### src/rtl/assert_macros.svh
// assertion helpers shared by the rtl
`ifndef ASSERT_MACROS_SVH
`define ASSERT_MACROS_SVH

// condition must hold at every clock outside reset
`define ASSERT_ALWAYS(label, clk, rstn, cond) \
  label: assert property (@(posedge clk) disable iff (!(rstn)) (cond)) \
    else $error("assertion failed");

// consequent must hold in the same cycle as the antecedent
`define ASSERT_IMPLIES(label, clk, rstn, ante, cons) \
  label: assert property (@(posedge clk) disable iff (!(rstn)) (ante) |-> (cons)) \
    else $error("assertion failed");

// consequent must hold in the cycle after the antecedent
`define ASSERT_NEXT(label, clk, rstn, ante, cons) \
  label: assert property (@(posedge clk) disable iff (!(rstn)) (ante) |=> (cons)) \
    else $error("assertion failed");

`endif

### src/rtl/ips_pkg.sv
package ips_pkg;

  localparam int PIX_W        = 24;
  localparam int APB_AW       = 4;
  localparam int APB_DW       = 32;
  localparam int FACTOR_REG_W = 4;
  localparam int DIM_REG_W    = 13;
  localparam int MAX_ROWS     = 4096;
  localparam int ROW_IDX_W    = 12;
  localparam int ROW_W        = 13;

  typedef enum logic [1:0] {
    REG_MODE   = 2'd0,
    REG_FACTOR = 2'd1,
    REG_WIDTH  = 2'd2,
    REG_COUNT  = 2'd3
  } ips_reg_e;

  localparam logic MODE_UP     = 1'b0;
  localparam logic MODE_DOWN   = 1'b1;
  localparam logic REQ_PIXEL   = 1'b0;
  localparam logic REQ_REPLAY  = 1'b1;

  typedef struct packed {
    logic [PIX_W-1:0] pixel;
    logic             row_end;
  } ips_job_t;

endpackage

### src/rtl/ips_res_if.sv
interface ips_res_if import ips_pkg::*; ();
  logic             valid;
  logic             ready;
  logic [PIX_W-1:0] pixel_out;
  logic             row_end;
  logic             last;

  modport source (output valid, pixel_out, row_end, last, input ready);
  modport sink (input valid, pixel_out, row_end, last, output ready);
endinterface

### src/rtl/ips_emit.sv
module ips_emit import ips_pkg::*; #(
  parameter int FW = 4
) (
  input  logic            clk_i,
  input  logic            rst_ni,
  input  logic            job_valid_i,
  input  ips_job_t        job_i,
  input  logic [FW-1:0]   copies_i,
  output logic            job_take_o,
  ips_res_if.source       res_o
);

  logic             busy_q;
  ips_job_t         job_q;
  logic [FW-1:0]    left_q;
  logic             out_valid_q;
  logic [PIX_W-1:0] out_pix_q;
  logic             out_end_q;
  logic             out_last_q;

  logic out_free;
  logic emit;
  logic finishing;

  assign out_free   = !out_valid_q || res_o.ready;
  assign emit       = busy_q && out_free;
  assign finishing  = emit && (left_q == FW'(1));
  assign job_take_o = job_valid_i && (!busy_q || finishing);

  always_ff @(posedge clk_i or negedge rst_ni) begin
    if (!rst_ni) begin
      busy_q      <= 1'b0;
      out_valid_q <= 1'b0;
    end else begin
      if (job_take_o) begin
        busy_q <= 1'b1;
      end else if (finishing) begin
        busy_q <= 1'b0;
      end
      if (emit) begin
        out_valid_q <= 1'b1;
      end else if (res_o.ready) begin
        out_valid_q <= 1'b0;
      end
    end
  end

  // payload, no reset needed
  always_ff @(posedge clk_i) begin
    if (job_take_o) begin
      job_q  <= job_i;
      left_q <= copies_i;
    end else if (emit) begin
      left_q <= left_q - FW'(1);
    end
    if (emit) begin
      out_pix_q  <= job_q.pixel;
      out_last_q <= (left_q == FW'(1));
      out_end_q  <= (left_q == FW'(1)) && job_q.row_end;
    end
  end

  assign res_o.valid     = out_valid_q;
  assign res_o.pixel_out = out_pix_q;
  assign res_o.row_end   = out_end_q;
  assign res_o.last      = out_last_q;

endmodule

### src/flat_wrapper.sv
// flat-port wrapper written by rule: the top's interface ports become plain ports
module ips_emit_flat import ips_pkg::*;
#(
  parameter int FW = 4
)
  (clk_i, rst_ni, job_valid_i, job_i, copies_i, job_take_o, res_o_valid, res_o_pixel_out, res_o_row_end, res_o_last, res_o_ready);
  ips_res_if res_o_i ();
  input  logic clk_i;
  input  logic rst_ni;
  input  logic job_valid_i;
  input  ips_job_t job_i;
  input  logic [FW-1:0] copies_i;
  output logic job_take_o;
  output wire logic [$bits(res_o_i.valid)-1:0] res_o_valid;
  output wire logic [$bits(res_o_i.pixel_out)-1:0] res_o_pixel_out;
  output wire logic [$bits(res_o_i.row_end)-1:0] res_o_row_end;
  output wire logic [$bits(res_o_i.last)-1:0] res_o_last;
  input wire logic [$bits(res_o_i.ready)-1:0] res_o_ready;
  assign res_o_valid = res_o_i.valid;
  assign res_o_pixel_out = res_o_i.pixel_out;
  assign res_o_row_end = res_o_i.row_end;
  assign res_o_last = res_o_i.last;
  assign res_o_i.ready = res_o_ready;
  ips_emit #(.FW(FW)) u_core (.clk_i(clk_i), .rst_ni(rst_ni), .job_valid_i(job_valid_i), .job_i(job_i), .copies_i(copies_i), .job_take_o(job_take_o), .res_o(res_o_i));
endmodule
### config.mk
export PLATFORM = sky130hd
export DESIGN_NAME = ips_emit_flat
export DESIGN_NICKNAME = d
export VERILOG_FILES = /design/src/rtl/assert_macros.svh /design/src/rtl/ips_pkg.sv /design/src/rtl/ips_res_if.sv /design/src/rtl/ips_emit.sv /design/src/flat_wrapper.sv
export SDC_FILE = /design/constraint.sdc
export NUM_CORES = 1
export LEC_CHECK = 0
export BUFFER_PORTS_ARGS = -buffer_cell sky130_fd_sc_hd__buf_4
export CAP_MARGIN = 5
export CELL_PAD_IN_SITES_DETAIL_PLACEMENT = 1
export CELL_PAD_IN_SITES_GLOBAL_PLACEMENT = 2
export CORE_MARGIN = 3
export CORE_UTILIZATION = 38
export DETAILED_ROUTE_END_ITERATION = 7
export HOLD_SLACK_MARGIN = 0.05
export PLACE_DENSITY = 0.83
export SYNTH_ARGS = -nofsm -noshare
export SYNTH_HDL_FRONTEND = slang
export SYNTH_SLANG_ARGS = --single-unit
export TNS_END_PERCENT = 10
### constraint.sdc
create_clock -name clk_i -period 5.8 [get_ports clk_i]
set_clock_uncertainty 0.15 [all_clocks]
set_input_delay 1.16 -clock clk_i [delete_from_list [all_inputs] [get_ports clk_i]]
set_output_delay 1.16 -clock clk_i [all_outputs]
set_load 0.02 [all_outputs]
Word level (Yosys, flattened, before mapping)

Index checks and enable logic that the tools add are counted.
W data, S select, Z words.

Equal/unequal tests: 1
Add/subtract/negate cells: 1
$mul: 0
Reductions and logical operators: 11
Bitwise logic cells: 0
Divide/modulo/power cells: 0
Multiplexer cells: 6
Magnitude comparators: 0
Shift operators: 0

Operators with widths:

| operator              | count |
|---|---|
| $mux W4               | 2 |
| $reduce_bool A2 Y1    | 3 |
| $eq A4 B1 Y1 const B  | 1 |
| $logic_and A1 B1 Y1   | 4 |
| $mux W1               | 4 |
| $sub A4 B1 Y4 const B | 1 |
| $logic_not A1 Y1      | 2 |
| $logic_or A1 B1 Y1    | 2 |

Memories kept: 0
Bits in latches: 0
Flip-flop bits (word level): 57
Memory bits (read-only): 0
Bits in writable memories: 0

Logic depth before layout (Yosys ltp)

Depth after elaboration: 7
Gate-level depth with buffers: 5
Mapped depth without buffers: 5

Least setup slack after synthesis

OpenSTA, ideal clock, no wires.

Path type: input -> output
From: input res_o_ready
To: output job_take_o
Path slack: 2365 ps
Required time: 4490 ps
Arrival: 2125 ps
Stages: 3
Cells stage by stage: nand2b_1 a31oi_4 inv_1

Word-level cells in the longest chain between the ends: 5

Ends and longest elaborated chain:

| element             | RTL line           | RTL |
|---|---|---|
| start, declared     | flat_wrapper.sv:18 | `input wire logic [$bits(res_o_i.ready)-1:0] res_o_ready;` |
| $logic_or A1 B1 Y1  | ips_emit.sv:25     | `assign out_free = !out_valid_q \|\| res_o.ready;` |
| $logic_and A1 B1 Y1 | ips_emit.sv:26     | `assign emit = busy_q && out_free;` |
| $logic_and A1 B1 Y1 | ips_emit.sv:27     | `assign finishing = emit && (left_q == FW'(1));` |
| $logic_or A1 B1 Y1  | ips_emit.sv:28     | `assign job_take_o = job_valid_i && (!busy_q \|\| finishing);` |
| $logic_and A1 B1 Y1 | ips_emit.sv:28     |  |
| end, declared       | flat_wrapper.sv:13 | `output logic job_take_o;` |

Every way passes these cells.

Final worst setup path

Ends and elaborated chain as after synthesis.

==> impl_metrics.csv <==
group,metric,value,unit
yosys,syn_inst,80,
yosys,syn_area,0.00191,mm^2
setup_path,critical_path_class,"input pin to output port",
placed_design,io_buffers,60,
layout,post-route-util,55.6,%
route,finalWirelength,3550,um
outcome,status,"completed",
setup_path,crit_chain,"buf_4, nand2b_1, a31oi_4, inv_1, buf_4, buf_4",
power_and_ir_drop,vdd_drop_max,0.253,mV
job,cap_viol_max_count,0,
timing,hold_violations,0,
die,core-area,0.00479,mm^2
layout,antenna_cells,0,
route,antenna_left,0,
grt,use_met1,12.3,%
clock_network,cts.htree.levels,3,
route,drc,0,
grt,antenna_found_initial,0,
timing,rsz0062_at_grt,"false",
clock_network,cts_buffer_depth,2,
power_and_ir_drop,cellLeakagePower,1.06,nW
timing,maxSlewViolCount,0,
setup_path,slowest_stage,"a31oi_4",
grt,met2_usage,24.5,%
timing,fin_crit_sh,62.7,%
placed_design,dpl.hpwl,2500,um
worst_hold_path,worstHoldPathType,"flip-flop to flip-flop",
grt,grt.busiest_layer,"met2",
yosys,synth.distinct_cells,17,
setup_path,crit_family,"buffers and inverters",
yosys,syn_area_per_cell,23.9,um^2
layout,layout.nets,187,
route,num_vias,955,
die,rows,25,
setup_path,cpPeakStageDelay,0.30,ns
timing,slew_headroom,23.8,%
layout,nFillCells,458,
clock_network,cts_inserted_buffers,9,
grt,grt.overflow.total,0,
placed_design,dp.cells,208,
route,vias_per_cell,4.26,
route,firstDrtPassIters,4,
setup_path,arrival,2.33,ns
die,initial_utilization,39.9,%
power_and_ir_drop,power.density,385,mW/mm^2
setup_path,cp_max_fo,26,
yosys,syn_nets,115,
layout,instances_no_fill,224,
setup_path,worst-path-buf-inv,4,
die,dieWidth,76.9,um
clock_network,ctsHoldBuffers,0,
setup_path,crit_required,4.49,ns
timing,fin_crit,3.64,ns
grt,grt_pass1_vias,1143,
clock_network,root_buffer,"clkbuf_8",
timing,finalSetupTns,0,ns
timing,setup_viol,0,
clock_network,cts_tree,"built",
setup_path,path_common_cell,"buf_4",
route,drt-initial-drc-count,14,
grt,grt_use_total,13.8,%
layout,drive_gt1_share,52.2,%
timing,fmax,275,MHz
yosys,postSynthRegisterBits,57,
clock_network,cts_sinks,57,
die,num_io_pins,61,
clock_network,clk_pin_slew,0.06,ns
clock_network,clk_latency,0.33,ns
grt,use_met3,7.86,%
clock_network,postCtsResizedCells,0,
clock_network,postCtsSetupBuffers,0,
timing,worst_pin_slew,1.14,ns
route,routedWlPerCell,15.9,um
die,dieArea,0.00591,mm^2
die,die_h,76.9,um
placed_design,place_congestion,0.812,
setup_path,start_kind,"input pin",
grt,grt_max_degree,28,
grt,grt_pass1_wl,5810,um
layout,area.growth.synth_to_final,39.3,%
setup_path,end_kind,"output port",
yosys,yosysSeqAreaShare,89.1,%
yosys,yosysWarnings,0,
## registers in the layout (all words and copies together) (netlist names)
register	cells
u_core.res_o.last	1
u_core.res_o.pixel_out	24
u_core.res_o.valid	1
u_core.job_q	25
u_core.busy_q	1
u_core.left_q	4
u_core.res_o.row_end	1
## layout by cell type (no fill, tap or decap), drive strengths merged
cell,netlist,routed
edfxtp,55,55
mux2,3,3
buf,0,61
nand2b,2,2
a21o,1,1
or2,1,1
nor3b,1,1
a31oi,1,1
clkbuf,0,9
and2,2,2
nor2b,1,1
xor2,2,2
inv,4,4
mux2i,1,1
bufinv,0,2
ha,2,2
nor3,1,1
clkinv,0,4
nand2,1,1
clkinvlp,0,1
dfrtp,2,2
## path summary, 6_finish.rpt
path / from / end / slack [ns] / cells past startpoint
setup reg to reg: u_core.res_o.valid$_DFFE_PN0P_ / u_core.left_q[0]$_DFFE_PP_ / 3.54 / 3
min in group asynchronous: rst_ni / u_core.res_o.valid$_DFFE_PN0P_ / 0.45 / 1
hold reg to reg: u_core.job_q[20]$_DFFE_PP_ / u_core.res_o.pixel_out[19]$_DFFE_PP_ / 0.27 / 0
setup / recovery: res_o_ready / job_take_o / 2.16 / 6
hold / removal: u_core.job_q[20]$_DFFE_PP_ / u_core.res_o.pixel_out[19]$_DFFE_PP_ / 0.27 / 0
max in group asynchronous: rst_ni / u_core.busy_q$_DFFE_PN0P_ / 4.97 / 1
## metrics by stage
| step | area [um^2] | total power [mW] | setup WS (ns) | hold slack (ns) |
|---|---|---|---|---|
| finish | 2660 | 1.02 | 2.16 | 0.270 |
| global route | 2660 | 1.07 | 2.09 | 0.284 |
| CTS | 2660 | 1.04 | 2.16 | 0.268 |
| detailed placement | 2450 | 0.649 | 2.16 | 0.256 |
| global placement | 2450 | 0.640 | 2.25 | 0.251 |
| floorplan | 1910 | 0.591 | 2.37 | 0.250 |
## area by class of cell
cell class                 instances  area, um^2  area share (%)
clock buffer                       9         124            4.66
clock inverter                     7        85.1            3.20
inverter                           4        15.0           0.564
multi-input combinational         19         193            7.24
sequential                        57        1700            64.0
tap                               67        83.8            3.15
timing repair buffer              61         458            17.2
## cell families (layout without fill, tap and decap cells)
| kind of cell | after synthesis | after routing | share of synthesized area (%) |
|---|---|---|---|
| fa+ha+maj | 2 | 2 | 1.31 |
| xor+xnor | 2 | 2 | 0.918 |
| flops | 57 | 57 | 89.1 |
| buf+inv | 4 | 81 | 0.786 |
| simple gates | 9 | 9 | 3.47 |
| compound gates | 2 | 2 | 1.51 |
| mux | 4 | 4 | 2.88 |
## cell usage after synthesis
cell | n | area (um^2)
nor3b_4 | 1 | 18.8
a31oi_4 | 1 | 21.3
ha_1 | 2 | 25.0
mux2i_1 | 1 | 10.0
nand2_1 | 1 | 3.75
nand2b_1 | 2 | 12.5
nor3_1 | 1 | 5.00
dfrtp_1 | 2 | 50.1
edfxtp_1 | 55 | 1650
nor2b_1 | 1 | 6.26
and2_2 | 1 | 7.51
a21o_1 | 1 | 7.51
xor2_1 | 2 | 17.5
inv_1 | 4 | 15.0
mux2_4 | 3 | 45.0
and2_1 | 1 | 6.26
or2_2 | 1 | 6.26
## where the power goes
group,internal [mW],switching (mW)
registers,0.499,0.0173
clock network,0.237,0.148
logic,0.0604,0.0623
## layer usage
| metal | wire length [um] | vias up |
|---|---|---|
| li1 | - | 450 |
| met1 | 1120 | 461 |
| met2 | 2080 | 36 |
| met3 | 251 | 8 |
| met4 | 106 | 0 |
| met5 | 0 | - |
(Power assumes the default switching activity.)
